<file path="src/hdl/dic_pkg.sv">
// Package for the dual instruction set classifier.
// Holds the class codes, the decode masks and the two classify functions.
// No dependencies.
`default_nettype none

package dic_pkg;

    // Width of a class code.
    localparam int ClassW = 6;

    typedef logic [ClassW-1:0] class_t;

    // 32-bit classes.
    localparam class_t CLS_SWAP        = 6'd0;
    localparam class_t CLS_MUL         = 6'd1;
    localparam class_t CLS_HALF_REG    = 6'd2;
    localparam class_t CLS_HALF_IMM    = 6'd3;
    localparam class_t CLS_BX          = 6'd4;
    localparam class_t CLS_PSR_READ    = 6'd5;
    localparam class_t CLS_PSR_WRITE   = 6'd6;
    localparam class_t CLS_ALU         = 6'd7;
    localparam class_t CLS_LDST_IMM    = 6'd8;
    localparam class_t CLS_LDST_REG    = 6'd9;
    localparam class_t CLS_BLOCK       = 6'd10;
    localparam class_t CLS_BRANCH      = 6'd11;
    localparam class_t CLS_CP_XFER     = 6'd12;
    localparam class_t CLS_CP_REG      = 6'd13;
    localparam class_t CLS_CP_DATA     = 6'd14;
    localparam class_t CLS_SWI         = 6'd15;

    // 16-bit classes.
    localparam class_t CLS_T_ADDSUB    = 6'd16;
    localparam class_t CLS_T_SHIFT     = 6'd17;
    localparam class_t CLS_T_IMM       = 6'd18;
    localparam class_t CLS_T_ALU       = 6'd19;
    localparam class_t CLS_T_HIREG     = 6'd20;
    localparam class_t CLS_T_PCLOAD    = 6'd21;
    localparam class_t CLS_T_LDST_REG  = 6'd22;
    localparam class_t CLS_T_LDST_SX   = 6'd23;
    localparam class_t CLS_T_LDST_IMM  = 6'd24;
    localparam class_t CLS_T_LDST_HALF = 6'd25;
    localparam class_t CLS_T_SP_LDST   = 6'd26;
    localparam class_t CLS_T_LDADDR    = 6'd27;
    localparam class_t CLS_T_SP_ADD    = 6'd28;
    localparam class_t CLS_T_PUSHPOP   = 6'd29;
    localparam class_t CLS_T_MULTI     = 6'd30;
    localparam class_t CLS_T_SWI       = 6'd31;
    localparam class_t CLS_T_BCOND     = 6'd32;
    localparam class_t CLS_T_B         = 6'd33;
    localparam class_t CLS_T_BL        = 6'd34;
    localparam class_t CLS_NONE        = 6'd35;

    // Masks and match patterns of the 32-bit tests.
    localparam logic [31:0] BX_MASK    = 32'h01FF_FF00;
    localparam logic [31:0] BX_MATCH   = 32'h012F_FF00;
    localparam logic [31:0] MRS_MASK   = 32'h019F_0FFF;
    localparam logic [31:0] MRS_MATCH  = 32'h010F_0000;
    localparam logic [31:0] MSR_MASK   = 32'h0190_F000;
    localparam logic [31:0] MSR_MATCH  = 32'h0100_F000;
    localparam logic [31:0] SWP_MASK   = 32'h01B0_0000;
    localparam logic [31:0] SWP_MATCH  = 32'h0100_0000;
    localparam logic [31:0] HALF_MASK  = 32'h0040_0F00;
    localparam logic [31:0] CP_MASK    = 32'h0F00_0010;
    localparam logic [31:0] CP_REG_VAL = 32'h0E00_0010;
    localparam logic [31:0] CP_DAT_VAL = 32'h0E00_0000;

    // Classify a word of the 32-bit set.
    function automatic class_t classify_wide(input logic [31:0] w);
        class_t r;
        r = CLS_ALU;
        case (w[27:25])
            3'd0:
            begin
                if (w[7] && w[4])
                begin
                    if (w[7:4] == 4'h9)
                        r = ((w & SWP_MASK) == SWP_MATCH) ? CLS_SWAP : CLS_MUL;
                    else
                        r = ((w & HALF_MASK) == 32'h0) ? CLS_HALF_REG : CLS_HALF_IMM;
                end
                else if ((w & BX_MASK) == BX_MATCH)
                    r = CLS_BX;
                else if ((w & MRS_MASK) == MRS_MATCH)
                    r = CLS_PSR_READ;
                else if ((w & MSR_MASK) == MSR_MATCH)
                    r = CLS_PSR_WRITE;
                else
                    r = CLS_ALU;
            end
            3'd1:
            begin
                if ((w & MRS_MASK) == MRS_MATCH)
                    r = CLS_PSR_READ;
                else if ((w & MSR_MASK) == MSR_MATCH)
                    r = CLS_PSR_WRITE;
                else
                    r = CLS_ALU;
            end
            3'd2: r = CLS_LDST_IMM;
            3'd3: r = CLS_LDST_REG;
            3'd4: r = CLS_BLOCK;
            3'd5: r = CLS_BRANCH;
            3'd6: r = CLS_CP_XFER;
            default:
            begin
                if ((w & CP_MASK) == CP_REG_VAL)
                    r = CLS_CP_REG;
                else if ((w & CP_MASK) == CP_DAT_VAL)
                    r = CLS_CP_DATA;
                else
                    r = CLS_SWI;
            end
        endcase
        return r;
    endfunction

    // Classify a halfword of the 16-bit set.
    function automatic class_t classify_compact(input logic [15:0] h);
        class_t r;
        r = CLS_NONE;
        case (h[15:13])
            3'd0: r = (h[12:11] == 2'b11) ? CLS_T_ADDSUB : CLS_T_SHIFT;
            3'd1: r = CLS_T_IMM;
            3'd2:
            begin
                if (h[12:10] == 3'b000)
                    r = CLS_T_ALU;
                else if (h[12:10] == 3'b001)
                    r = CLS_T_HIREG;
                else if (h[12:11] == 2'b01)
                    r = CLS_T_PCLOAD;
                else if (h[12] && !h[9])
                    r = CLS_T_LDST_REG;
                else if (h[12] && h[9])
                    r = CLS_T_LDST_SX;
                else
                    r = CLS_NONE;
            end
            3'd3: r = CLS_T_LDST_IMM;
            3'd4: r = h[12] ? CLS_T_SP_LDST : CLS_T_LDST_HALF;
            3'd5:
            begin
                // Push/pop ignores bit 11 (load or store) and bit 8 (link register).
                if (!h[12])
                    r = CLS_T_LDADDR;
                else if (h[11:8] == 4'h0)
                    r = CLS_T_SP_ADD;
                else if (h[10:9] == 2'b10)
                    r = CLS_T_PUSHPOP;
                else
                    r = CLS_NONE;
            end
            3'd6:
            begin
                if (!h[12])
                    r = CLS_T_MULTI;
                else if (h[11:8] == 4'hF)
                    r = CLS_T_SWI;
                else
                    r = CLS_T_BCOND;
            end
            default:
            begin
                if (h[12:11] == 2'b00)
                    r = CLS_T_B;
                else if (h[12])
                    r = CLS_T_BL;
                else
                    r = CLS_NONE;
            end
        endcase
        return r;
    endfunction

endpackage

`default_nettype wire

</file>
<file path="src/hdl/dual_isa_instruction_classifier.sv">
// Top level of the dual instruction set classifier.
// Depends on dic_pkg for the class codes and the classify functions.
//
// The block takes one instruction word per item and returns one item with
// the instruction class and the condition field. It is a two-stage pipeline:
// an input register, then the mask decode, then a result register. An accepted
// item moves from the input register into the result register, which raises
// out_valid; a new item is accepted in every cycle while the output side keeps
// taking results. When the output is stalled, one further item is still taken
// into the input register before in_stall rises. The condition field is passed
// through unevaluated and is zero for 16-bit words; 16-bit words that match no
// encoding give class 35.
`default_nettype none

module dual_isa_instruction_classifier
    import dic_pkg::*;
(
    input  wire logic        clk,
    input  wire logic        rst_n,
    input  wire logic        in_valid,
    output logic             in_stall,
    input  wire logic [31:0] instruction_word,
    input  wire logic        compact_state,
    output logic             out_valid,
    input  wire logic        out_stall,
    output logic [5:0]       instr_class,
    output logic [3:0]       condition_code
);

    logic        s1_valid_reg;
    logic [31:0] word_reg;
    logic        compact_reg;
    logic        out_valid_reg;
    class_t      class_reg;
    logic [3:0]  cond_reg;

    logic        out_hold;
    logic        s1_hold;
    logic        s1_load;
    class_t      class_next;
    logic [3:0]  cond_next;

    // Stall chain: a stage holds when it is full and the next one cannot take.
    assign out_hold = out_valid_reg && out_stall;
    assign s1_hold  = s1_valid_reg && out_hold;
    assign in_stall = s1_hold;
    assign s1_load  = in_valid && !s1_hold;

    // Input register.
    always_ff @(posedge clk or negedge rst_n)
    begin
        if (!rst_n)
            s1_valid_reg <= 1'b0;
        else if (!s1_hold)
            s1_valid_reg <= in_valid;
    end

    always_ff @(posedge clk)
    begin
        if (s1_load)
        begin
            word_reg    <= instruction_word;
            compact_reg <= compact_state;
        end
    end

    // Decode between the two registers.
    always_comb
    begin
        if (compact_reg)
        begin
            class_next = classify_compact(word_reg[15:0]);
            cond_next  = 4'h0;
        end
        else
        begin
            class_next = classify_wide(word_reg);
            cond_next  = word_reg[31:28];
        end
    end

    // Result register.
    always_ff @(posedge clk or negedge rst_n)
    begin
        if (!rst_n)
            out_valid_reg <= 1'b0;
        else if (!out_hold)
            out_valid_reg <= s1_valid_reg;
    end

    always_ff @(posedge clk)
    begin
        if (!out_hold && s1_valid_reg)
        begin
            class_reg <= class_next;
            cond_reg  <= cond_next;
        end
    end

    assign out_valid      = out_valid_reg;
    assign instr_class    = class_reg;
    assign condition_code = cond_reg;

`ifndef SYNTHESIS
    // Input side stalls only while both stages are full.
    assert property (@(posedge clk) disable iff (!rst_n)
        in_stall |-> (s1_valid_reg && out_valid_reg))
        else $error("in_stall raised with a free stage");

    // A class code never exceeds the none code.
    assert property (@(posedge clk) disable iff (!rst_n)
        out_valid |-> (instr_class <= CLS_NONE))
        else $error("class code out of range");

    // 16-bit classes carry a zero condition field.
    assert property (@(posedge clk) disable iff (!rst_n)
        (out_valid && (instr_class >= CLS_T_ADDSUB)) |-> (condition_code == 4'h0))
        else $error("nonzero condition on a 16-bit class");

    // An item in the input register reaches the output unless it is held.
    assert property (@(posedge clk) disable iff (!rst_n)
        (s1_valid_reg && !out_hold) |=> out_valid_reg)
        else $error("item lost between stages");
`endif

endmodule

`default_nettype wire
</file>
<file path="config.mk">
export PLATFORM = sky130hd
export DESIGN_NAME = dual_isa_instruction_classifier
export DESIGN_NICKNAME = d
export VERILOG_FILES = /design/src/hdl/dic_pkg.sv /design/src/hdl/dual_isa_instruction_classifier.sv
export SDC_FILE = /design/constraint.sdc
export NUM_CORES = 1
export LEC_CHECK = 0
export BUFFER_PORTS_ARGS = -buffer_cell sky130_fd_sc_hd__buf_2
export CAP_MARGIN = 20
export CORE_MARGIN = 3
export CORE_UTILIZATION = 45
export CTS_BUF_LIST = sky130_fd_sc_hd__clkbuf_8
export CTS_CLUSTER_DIAMETER = 40
export CTS_CLUSTER_SIZE = 16
export DETAILED_ROUTE_END_ITERATION = 16
export PLACE_DENSITY = 0.72
export RECOVER_POWER = 50
export SKIP_CTS_REPAIR_TIMING = 1
export SLEW_MARGIN = 5
export SYNTH_ARGS = -nofsm -noshare
export SYNTH_HDL_FRONTEND = slang
export SYNTH_SLANG_ARGS = --single-unit
</file>
<file path="constraint.sdc">
create_clock -name clk -period 1.9 [get_ports clk]
set_input_delay 0.19 -clock clk [delete_from_list [all_inputs] [get_ports clk]]
set_output_delay 0.19 -clock clk [all_outputs]
set_load 0.1 [all_outputs]
</file>
# Word-level counts from Yosys, hierarchy flattened
# Cells that the tools add are included.
# word_totals
register_bits	45
inputBits	37
out_inout_bits	12
wordCells	72
# op_classes
n_eq_ne	24
muxes	26
n_reduce_logical	16
# ops
op	count
$pmux 6 s7	2
$mux 6	12
$logic_not 32->1	1
$eq 19x19->1 const B	1
$eq 3x3->1 const B	6
$eq 17x17->1 const B	1
$eq 3x2->1 const B	4
$eq 4x4->1 const B	3
$mux 2	6
$eq 5x5->1 const B	2
$eq 3x1->1 const B	3
$logic_not 3->1	3
$eq 7x7->1 const B	1
$logic_and 1x1->1	7
$mux 1	6
$eq 2x2->1 const B	2
$logic_not 4->1	1
$logic_not 1->1	3
$eq 2x1->1 const B	1
$logic_not 2->1	1

# Longest topological paths before layout
# Gate-level depths: netlist (run 1).
# depth
depth_word	8
ltp_mapped	6
ltp_nobuf	5

# Worst setup path before layout (run 1)
# Ideal clock, no wire load.
# synth_path
path_type	register to register
from	register out_valid_reg (netlist: out_valid)
to	register compact_reg (enable)
setup_time_ps	393
arrival_time_ps	1867
required_ps	1507
setup_slack_ps	-360
path_stages_with_launch	3
n_path_buf	0
period_less_slack_ps	2260
cell_sequence	dfrtp_1 -> nand3_1 -> and2_1
# synth_between
elab_chain_cells	4
# synth_lines
element	line	text
start, declared	dual_isa_instruction_classifier.sv:33	logic out_valid_reg;
start signal, assigned	dual_isa_instruction_classifier.sv:88	out_valid_reg <= s1_valid_reg;
$logic_and 1x1->1	dual_isa_instruction_classifier.sv:44	assign out_hold = out_valid_reg && out_stall;
$logic_and 1x1->1	dual_isa_instruction_classifier.sv:45	assign s1_hold = s1_valid_reg && out_hold;
$logic_not 1->1	-	
$logic_and 1x1->1	dual_isa_instruction_classifier.sv:47	assign s1_load = in_valid && !s1_hold;
net s1_load	dual_isa_instruction_classifier.sv:39	logic s1_load;
end signal, assigned	dual_isa_instruction_classifier.sv:63	compact_reg <= compact_state;
end, declared	dual_isa_instruction_classifier.sv:32	logic compact_reg;
# The timed path passes the listed nets, and every way through them passes these cells.
# A chain may end at the register's enable or synchronous reset.

# Worst setup path in the final report (run 1)
# layout_path
from	register word_reg[11]
to	register class_reg[0] (netlist: instr_class[0]), data pin
# layout_between
elab_chain_cells	6
word_cells_on_any_way	27
classes_between	6 x eq/ne; 17 x mux; 4 x reduce/logical
# layout_lines
element	line	text
start, declared	dual_isa_instruction_classifier.sv:31	logic [31:0] word_reg;
start signal, assigned	dual_isa_instruction_classifier.sv:62	word_reg <= instruction_word;
$eq 19x19->1 (tied with other cells)	dic_pkg.sv:83, dic_pkg.sv:92	
$mux 2 (tied with other cells)	dic_pkg.sv:83	else if ((w & MRS_MASK) == MRS_MATCH)
$mux 2 (tied with other cells)	dic_pkg.sv:81	else if ((w & BX_MASK) == BX_MATCH)
$mux 6, on equally long branches	dic_pkg.sv:74, dic_pkg.sv:126	
$pmux 6 s7, on equally long branches	dic_pkg.sv:71, dic_pkg.sv:121	
$mux 6 (*)	dual_isa_instruction_classifier.sv:70	if (compact_reg)
net class_next[0]	dual_isa_instruction_classifier.sv:40	class_t class_next;
end signal, assigned	dual_isa_instruction_classifier.sv:95	class_reg <= class_next;
end, declared	dual_isa_instruction_classifier.sv:34	class_t class_reg;
# Mark *: on every way through the listed nets, which the timed path passes. The rest lies on a longest branch.

==> reports/qor.yml, run 1 <==
hold_viol_final: 0
netlist_top_cells_area: "edfxtp_1 (67%), dfrtp_1 (2.6%), nor2b_1 (2.3%)"
layout.nets: 243
layout_commonest_cell: "buf_2"
wl_met1_mm: 1.43
dp.cells: 247
wl_met2_mm: 1.86
wl_mm: 3.64
path_max_fanout: 3
top_layer_used: "met4"
dpl.hpwl_mm: 2.58
die_h_um: 71.3
rows: 23
cts_root_buffer: "clkbuf_8"
dr.pass1.iters: 4
synth_cell_types: 36
synth_top_area_cell: "edfxtp_1"
die_area_sq_mm: 0.00509
cts.clk_slew.worst_paths_ps: 80
grt_pass1_wl_mm: 5.89
cap_violations: 0
largest_reg_flops: 32
fill_cells: 333
final_cell_mix: "buf_2 (47), edfxtp_1 (43), buf_4 (15), o21ai_0 (8), a21oi_1 (8)"
port_buffers: 48
syn-cell-area_sq_mm: 0.00192
grt_start_max_net_pins: 34
ys_warn_count: 0
tns_ps: -80.6
cts_buffer_depth: 2
clk_latency_ps: 290
via_per_inst: 5.49
area_growth_pct: 27.2
grt_usage: 0.148
cts-buffers-inserted: 5
syn_avg_cell_area_sq_um: 13.7
power_leakage_nw: 0.955
initial_utilization: 0.473
wl_per_cell_um: 14.2
cp.arrival_ps: 2080
cts.sinks: 45
drv_slew: 0
tritoncts: "done"
post-route-period-util: 1.03
ys_ff_latch: 45
initialDrtViolationCount: 97
synth_nets: 177
syn_inst: 140
end_kind: "flop"
antenna_cells: 0
p_per_area_mw_per_mm2: 926
rsz0062_at_grt: "true"
power_mw: 2.26
timing.fmax_ghz: 0.511
synth.yosys.seq_area_share: 0.698
ant_nets: 0
critPathSlowestCell: "or4_4"
crit_path_max_incr_delay_ps: 580
die_w_um: 71.3
tightest_slew_ps: 527
setup_viol: 2
period_needed_ps: 1960
peakVddDrop_uv: 527
synth_top_area_share: 0.672
vias: 1405
setup_ws_ps: -58.1
overflow: 0
path_class: "reg -> reg"
violations: "negative setup slack"
ioPinCount: 49
final_core_util: 0.602
final_cells: 256
place.gp.congestion: 0.938
slew_headroom: 0.648
wl_met3_um: 250
grt_pass1_vias: 1316
route.detailed.drc: 0
coreArea_sq_mm: 0.00406
worstPathRequired_ps: 2020
dpl_worst_slack_ps: -40.9
grt_antenna_before_repair: 0
hold_class: "in -> reg"
cp-start-kind: "flop"
drive_gt1_frac: 0.388
outcome: "finished, violations left"
htree_levels: 2
path_cells: "or4_4 -> nor4_4 -> nor2b_1 -> o31a_1 -> o31ai_2"
fin_skew_ps: 7.79
## final cells by class
| type | instances | area, sq um | area share |
|---|---|---|---|
| tap | 50 | 62.6 | 0.0256 |
| multi-input combinational | 85 | 553 | 0.226 |
| timing repair buffer | 65 | 365 | 0.150 |
| sequential | 45 | 1340 | 0.550 |
| clock buffer | 5 | 68.8 | 0.0282 |
| inverter | 4 | 15.0 | 0.00615 |
| clock inverter | 2 | 35.0 | 0.0143 |
## per-layer routing
layer | track usage | vias to the layer above
li1 | - | 674
met1 | 0.180 | 658
met2 | 0.247 | 62
met3 | 0.0393 | 11
met4 | 0.0668 | 0
met5 | 0 | -
## kinds of logic after synthesis
| logic type | count (synthesis) | synth area share |
|---|---|---|
| AOI/OAI and AO/OA | 35 | 0.123 |
| and+or+nand+nor | 50 | 0.159 |
| DFF | 45 | 0.698 |
| buffers and inverters | 10 | 0.0195 |
## final timing paths
path | start | to | slack, ps | cells past startpoint
max | word_reg[11] | instr_class[0] | -60 | 5
min | instruction_word[14] | word_reg[14] | 70 | 1
max reg2reg | word_reg[11] | instr_class[0] | -60 | 5
min reg2reg | s1_valid_reg | out_valid | 490 | 1
max in group asynchronous | rst_n | out_valid | 1560 | 2
min in group asynchronous | rst_n | s1_valid_reg | 210 | 2
## cells in the mapped netlist
library cell and n:
a21boi_0 1, a21o_1 2, a21o_2 1, a21oi_1 8, a221oi_1 1, a2bb2oi_1 1, a31oi_1 2, and2_1 3
and2b_2 1, clkbuf_1 6, dfrtp_1 2, edfxtp_1 43, inv_1 4, nand2_1 7, nand2b_1 2, nand3_1 3
nand4_1 5, nor2_1 6, nor2b_1 7, nor3_1 4, nor3b_1 2, nor4_1 1, nor4_4 1, nor4b_1 1
o211ai_1 2, o21ai_0 8, o21ba_2 1, o21bai_1 3, o311ai_0 1, o31a_1 1, o31ai_2 1, o41ai_1 2
or3_1 2, or3b_2 1, or4_1 3, or4_4 1
## per-stage QoR
stage | hold WS (ps) | instance area (sq um)
after floorplan | -106 | 1930
after global placement | -24.8 | 2320
after detailed placement | -24.4 | 2320
after CTS | -338 | 2430
after global routing | 54.2 | 2440
final | 66.5 | 2440
## worst max-delay path: cells and delay by family (launching register included)
family           cells  cell delay [ps]
flip-flops           1              390
AND/OR/NAND/NOR      3              960
AO/OA/AOI/OAI        2              440
## report_power, final
group	total [mW]	switching, mW	internal [mW]
Combinational	0.380	0.270	0.110
Clock	0.679	0.298	0.382
Sequential	1.20	0.0314	1.17
Note: power is estimated with default switching activity, not from simulation.
==> run 2: changes to the inputs <==
--- a/config.mk
+++ b/config.mk
@@ -8,15 +8,15 @@
 export BUFFER_PORTS_ARGS = -buffer_cell sky130_fd_sc_hd__buf_2
 export CAP_MARGIN = 20
 export CORE_MARGIN = 3
-export CORE_UTILIZATION = 45
+export CORE_UTILIZATION = 40
 export CTS_BUF_LIST = sky130_fd_sc_hd__clkbuf_8
 export CTS_CLUSTER_DIAMETER = 40
 export CTS_CLUSTER_SIZE = 16
 export DETAILED_ROUTE_END_ITERATION = 16
-export PLACE_DENSITY = 0.72
+export PLACE_DENSITY = 0.65
 export RECOVER_POWER = 50
 export SKIP_CTS_REPAIR_TIMING = 1
-export SLEW_MARGIN = 5
+export SLEW_MARGIN = 20
 export SYNTH_ARGS = -nofsm -noshare
 export SYNTH_HDL_FRONTEND = slang
 export SYNTH_SLANG_ARGS = --single-unit
==> run 2 against run 1 <==
Effect of this change:
- the run still ends with negative setup slack left
- final cell count grew 0.78%
- design area shrank 0.10%
- highest routed layer unchanged
- core utilization shrank 6.0 points
- non-clock buffer count shrank 1
- setup slack lost 27 ps
- via count shrank 4.5%
- clock-buffer cell count grew 2
==> reports/qor.yml, run 2 (same netlist as run 1, synthesis figures left out) <==
outcome: "finished, violations left"
violations: "negative setup slack"
htree_levels: 2  # unchanged
area.sequential_sq_mm: 0.00134  # unchanged
place_area_sq_mm: 0.00232  # +0.11%
period_needed_ps: 1980  # +26.8 ps
cts_buffer_depth: 2  # unchanged
grt_start_max_net_pins: 34  # unchanged
worstPathRequired_ps: 2020  # about the same
timing.fmax_ghz: 0.504  # -1.4%
cp.arrival_ps: 2100  # +20 ps
drv_slew: 0  # unchanged
end_kind: "flop"
peakVddDrop_uv: 531  # +0.84%
port_buffers: 48  # unchanged
design_area_sq_mm: 0.00244  # -0.10%
grt_antenna_before_repair: 0  # unchanged
layout.nets: 242  # -0.41%
rows: 24  # +4.3%
fin_skew_ps: 4.68  # -3.11 ps
grt_pass1_wl_mm: 5.19  # -12%
setup_ws_ps: -84.9  # -26.8 ps
ant_nets: 0  # unchanged
final_cell_mix: "buf_2 (47), edfxtp_1 (43), buf_4 (14), o21ai_0 (8), a21oi_1 (8)"
largest_reg_flops: 32  # unchanged
cts-buffers-inserted: 5  # unchanged
power_leakage_nw: 0.950  # -0.44%
clk_latency_ps: 290  # about the same
dr.pass1.iters: 4  # unchanged
cts_root_buffer: "clkbuf_8"
cap_violations: 0  # unchanged
die_w_um: 75.3  # +5.6%
dpl.hpwl_mm: 2.58  # about the same
hold_viol_final: 0  # unchanged
fill_cells: 388  # +17%
wl_per_cell_um: 13.0  # -8.7%
critPathSlowestCell: "or4_4"
power_mw: 2.21  # -2.5%
initialDrtViolationCount: 67  # -31%
tritoncts: "done"
whs_ps: 70.4  # +3.88 ps
coreArea_sq_mm: 0.00450  # +11%
area_growth_pct: 27.0
layout_commonest_cell: "buf_2"
path_cells: "or4_4 -> nor4_4 -> nor2b_1 -> o31a_1 -> o31ai_2"
drive_gt1_frac: 0.388  # unchanged
post-route-period-util: 1.04  # +0.0141
die_area_sq_mm: 0.00567  # +11%
initial_utilization: 0.426  # -0.0469
tns_ps: -84.9  # -4.29 ps
grt_pass1_vias: 1227  # -6.8%
path_max_fanout: 3  # unchanged
antenna_cells: 0  # unchanged
wl_mm: 3.35  # -8.0%
die_h_um: 75.3  # +5.6%
ioPinCount: 49  # unchanged
dpl_worst_slack_ps: -82.6  # -41.7 ps
grt_usage: 0.122  # -0.0255
place.gp.congestion: 0.904  # -3.7%
path_buf_inv: 0  # unchanged
overflow: 0  # unchanged
crit_family: "simple AND/OR/NAND/NOR gates"
cts.clk_slew.worst_paths_ps: 80  # about the same
via_per_inst: 5.20  # -5.2%
crit_path_max_incr_delay_ps: 560  # -20 ps
setup_viol: 1  # -1
route.detailed.drc: 0  # unchanged
cts.sinks: 45  # unchanged
vias: 1342  # -4.5%
hold_class: "in -> reg"
path_class: "reg -> reg"
p_per_area_mw_per_mm2: 904  # -2.4%
slew_headroom: 0.647  # -0.00136
rsz0062_at_grt: "true"
tightest_slew_ps: 529  # +2.05 ps
cp-start-kind: "flop"
multi_input_area_sq_um: 554  # +0.23%
run 2: stage by stage:
step	instances	util
after global placement	249	0.516
after global routing	258	0.542
after CTS	257	0.539
final	258	0.542
after floorplan	140	-
after detailed placement	249	0.516
run 2: cell type report:
type / count / area share
multi-input cells: 85 / 0.227
clock inverters: 1 / 0.00359
inverters: 4 / 0.00615
flip-flops and latches: 45 / 0.550
clock buffers: 7 / 0.0395
repair buffers: 64 / 0.147
well taps: 52 / 0.0267
run 2: worst register-to-register path, cell delays in order (launching register included):
cell	delay (ps)
edfxtp_1	390
or4_4	560
nor4_4	290
nor2b_1	80
o31a_1	260
o31ai_2	240
run 2: worst paths after layout:
check | to | from | slack (ps) | cells past startpoint
max reg2reg | instr_class[0] | word_reg[4] | -80 | 5
max | instr_class[0] | word_reg[4] | -80 | 5
min in group asynchronous | s1_valid_reg | rst_n | 200 | 2
max in group asynchronous | out_valid | rst_n | 1560 | 2
min reg2reg | out_valid | s1_valid_reg | 500 | 1
min | word_reg[31] | instruction_word[31] | 70 | 1
run 2: where the power goes:
group	leakage, nW	switching, mW	total [mW]	internal (mW)
Combinational	0.460	0.264	0.373	0.109
Clock	0.0549	0.296	0.631	0.335
Sequential	0.435	0.0310	1.20	1.17
Total	0.950	0.591	2.21	1.61
run 2: layer usage:
metal	global-route usage	up-vias	share of wire
met3	0.0435	6	0.056
li1	-	674	-
met1	0.155	625	0.42
met2	0.191	37	0.51
met4	0.0524	0	0.012
met5	0	-	0
==> run 3: changes to the inputs <==
--- a/config.mk
+++ b/config.mk
@@ -14,7 +14,7 @@
 export CTS_CLUSTER_SIZE = 16
 export DETAILED_ROUTE_END_ITERATION = 16
 export PLACE_DENSITY = 0.65
-export RECOVER_POWER = 50
+export RECOVER_POWER = 25
 export SKIP_CTS_REPAIR_TIMING = 1
 export SLEW_MARGIN = 20
 export SYNTH_ARGS = -nofsm -noshare
==> run 3 against run 2 <==
Effect of this change:
- the run still ends with negative setup slack left
- non-clock buffer count stayed put
- via count hardly changed
- clock power hardly changed
- routed wire length is 0.24% higher
- fmax hardly changed
- clock-buffer cell count stayed put
- global-route usage stayed put
- combinational power hardly changed
- setup slack worse by 0.86 ps
- design area is 0.20% higher
- critical path type unchanged
- largest cell class unchanged
==> reports/qor.yml, run 3 (same netlist as run 1, synthesis figures left out) <==
outcome: "finished, violations left"
violations: "negative setup slack"
peakVddDrop_uv: 531  # about the same
cts-buffers-inserted: 5  # unchanged
post-route-period-util: 1.05  # about the same
ioPinCount: 49  # unchanged
wl_per_cell_um: 13.0  # +0.24%
vias: 1341  # -0.075%
cp.arrival_ps: 2100  # about the same
path_buf_inv: 0  # unchanged
cts_buffer_depth: 2  # unchanged
setup_viol: 1  # unchanged
grt_usage: 0.122  # unchanged
dpl_worst_slack_ps: -82.6  # unchanged
hold_viol_final: 0  # unchanged
initialDrtViolationCount: 75  # +12%
grt_pass1_wl_mm: 5.19  # unchanged
hold_class: "in -> reg"
critPathSlowestCell: "or4_4"
path_cells: "or4_4 -> nor4_4 -> nor2b_1 -> o31a_1 -> o31ai_2"
ant_nets: 0  # unchanged
end_kind: "flop"
cts.sinks: 45  # unchanged
grt_start_max_net_pins: 34  # unchanged
tightest_slew_ps: 489  # -39.9 ps
fin_skew_ps: 4.02  # -0.656 ps
antenna_cells: 0  # unchanged
min_path_cells: 1  # unchanged
cts.clk_slew.worst_paths_ps: 80  # about the same
p_per_area_mw_per_mm2: 903  # -0.13%
reg2reg_slack_ps: -90  # about the same
slew_headroom: 0.676  # +0.0288
clk_latency_ps: 290  # about the same
port_buffers: 48  # unchanged
cts_root_buffer: "clkbuf_8"
dpl.hpwl_mm: 2.58  # unchanged
route.detailed.drc: 0  # unchanged
reg2regPathDepth: 5  # unchanged
hold_start: "instruction_word[31]"
dr.pass1.iters: 4  # unchanged
crit_path_max_incr_delay_ps: 560  # about the same
worstPathRequired_ps: 2020  # about the same
power_mw: 2.21  # about the same
cap_violations: 0  # unchanged
drv_slew: 0  # unchanged
drive_gt1_frac: 0.398  # +0.00971
largest_reg_flops: 32  # unchanged
grt_pass1_vias: 1227  # unchanged
period_needed_ps: 1990  # +0.865 ps
via_per_inst: 5.20  # about the same
coreArea_sq_mm: 0.00450  # unchanged
rsz0062_at_grt: "true"
grt_antenna_before_repair: 0  # unchanged
die_area_sq_mm: 0.00567  # unchanged
overflow: 0  # unchanged
path_class: "reg -> reg"
initial_utilization: 0.426  # unchanged
power_leakage_nw: 0.958  # +0.74%
place.gp.congestion: 0.904  # unchanged
whs_endpoint: "word_reg[31]"
die_h_um: 75.3  # unchanged
layout.nets: 242  # unchanged
tritoncts: "done"
cp-start-kind: "flop"
htree_levels: 2  # unchanged
die_w_um: 75.3  # unchanged
r2r-start: "word_reg[4]"
timing.fmax_ghz: 0.504  # about the same
path_max_fanout: 3  # unchanged
area_growth_pct: 27.3
setup_ws_ps: -85.8  # -0.865 ps
rr_endpoint: "instr_class[0]"
final_cell_mix: "buf_2 (48), edfxtp_1 (43), buf_4 (15), o21ai_0 (8), a21oi_1 (8)"
crit_family: "simple AND/OR/NAND/NOR gates"
layout_commonest_cell: "buf_2"
rows: 24  # unchanged
wl_mm: 3.36  # +0.24%
run 3: cell types whose count changed in the layout (fill, tap and decap cells not counted), sizes merged:
cell	change
clkbuf	-2
buf	+2
run 3: how the worst max path moves through the flow:
stage                      from              to  cells past startpoint  slack (ps)
floorplan           word_reg[4]  instr_class[0]                      5          10
global placement    word_reg[4]  instr_class[0]                      5          10
detailed placement  word_reg[4]  instr_class[0]                      5         -80
CTS                 word_reg[4]  instr_class[0]                      5        -110
global route        word_reg[4]  instr_class[0]                      5        -190
finish              word_reg[4]  instr_class[0]                      5         -90
run 3: layout make-up:
cell class	instances	area, sq um
clock inverters	1	8.76
fillers	385	2060
multi-input cells	85	554
flip-flops and latches	45	1340
clock buffers	7	96.3
repair buffers	64	363
well taps	52	65.1
inverters	4	15.0
run 3: metrics by stage:
stage / setup TNS, ps / area [sq um] / std cells / hold slack [ps] / util
after floorplan: 0 / 1930 / 140 / -106 / -
after global placement: 0 / 2320 / 249 / -24.8 / 0.516
after detailed placement: -82.6 / 2320 / 249 / -23.6 / 0.516
after CTS: -112 / 2430 / 257 / -346 / 0.539
after global routing: -292 / 2440 / 258 / 50.5 / 0.543
final: -85.8 / 2440 / 258 / 71.1 / 0.543
run 3: power breakdown:
| part | internal [mW] | switching (mW) | total (mW) |
|---|---|---|---|
| sequential | 1.17 | 0.0312 | 1.20 |
| clock | 0.335 | 0.295 | 0.630 |
| combinational | 0.111 | 0.264 | 0.375 |
| total | 1.62 | 0.591 | 2.21 |
run 3: metal layers:
| metal | vias up | global-route usage | share of wire |
|---|---|---|---|
| li1 | 674 | - | - |
| met4 | 0 | 0.0524 | 0.012 |
| met2 | 37 | 0.191 | 0.51 |
| met5 | - | 0 | 0 |
| met1 | 624 | 0.155 | 0.42 |
| met3 | 6 | 0.0435 | 0.056 |
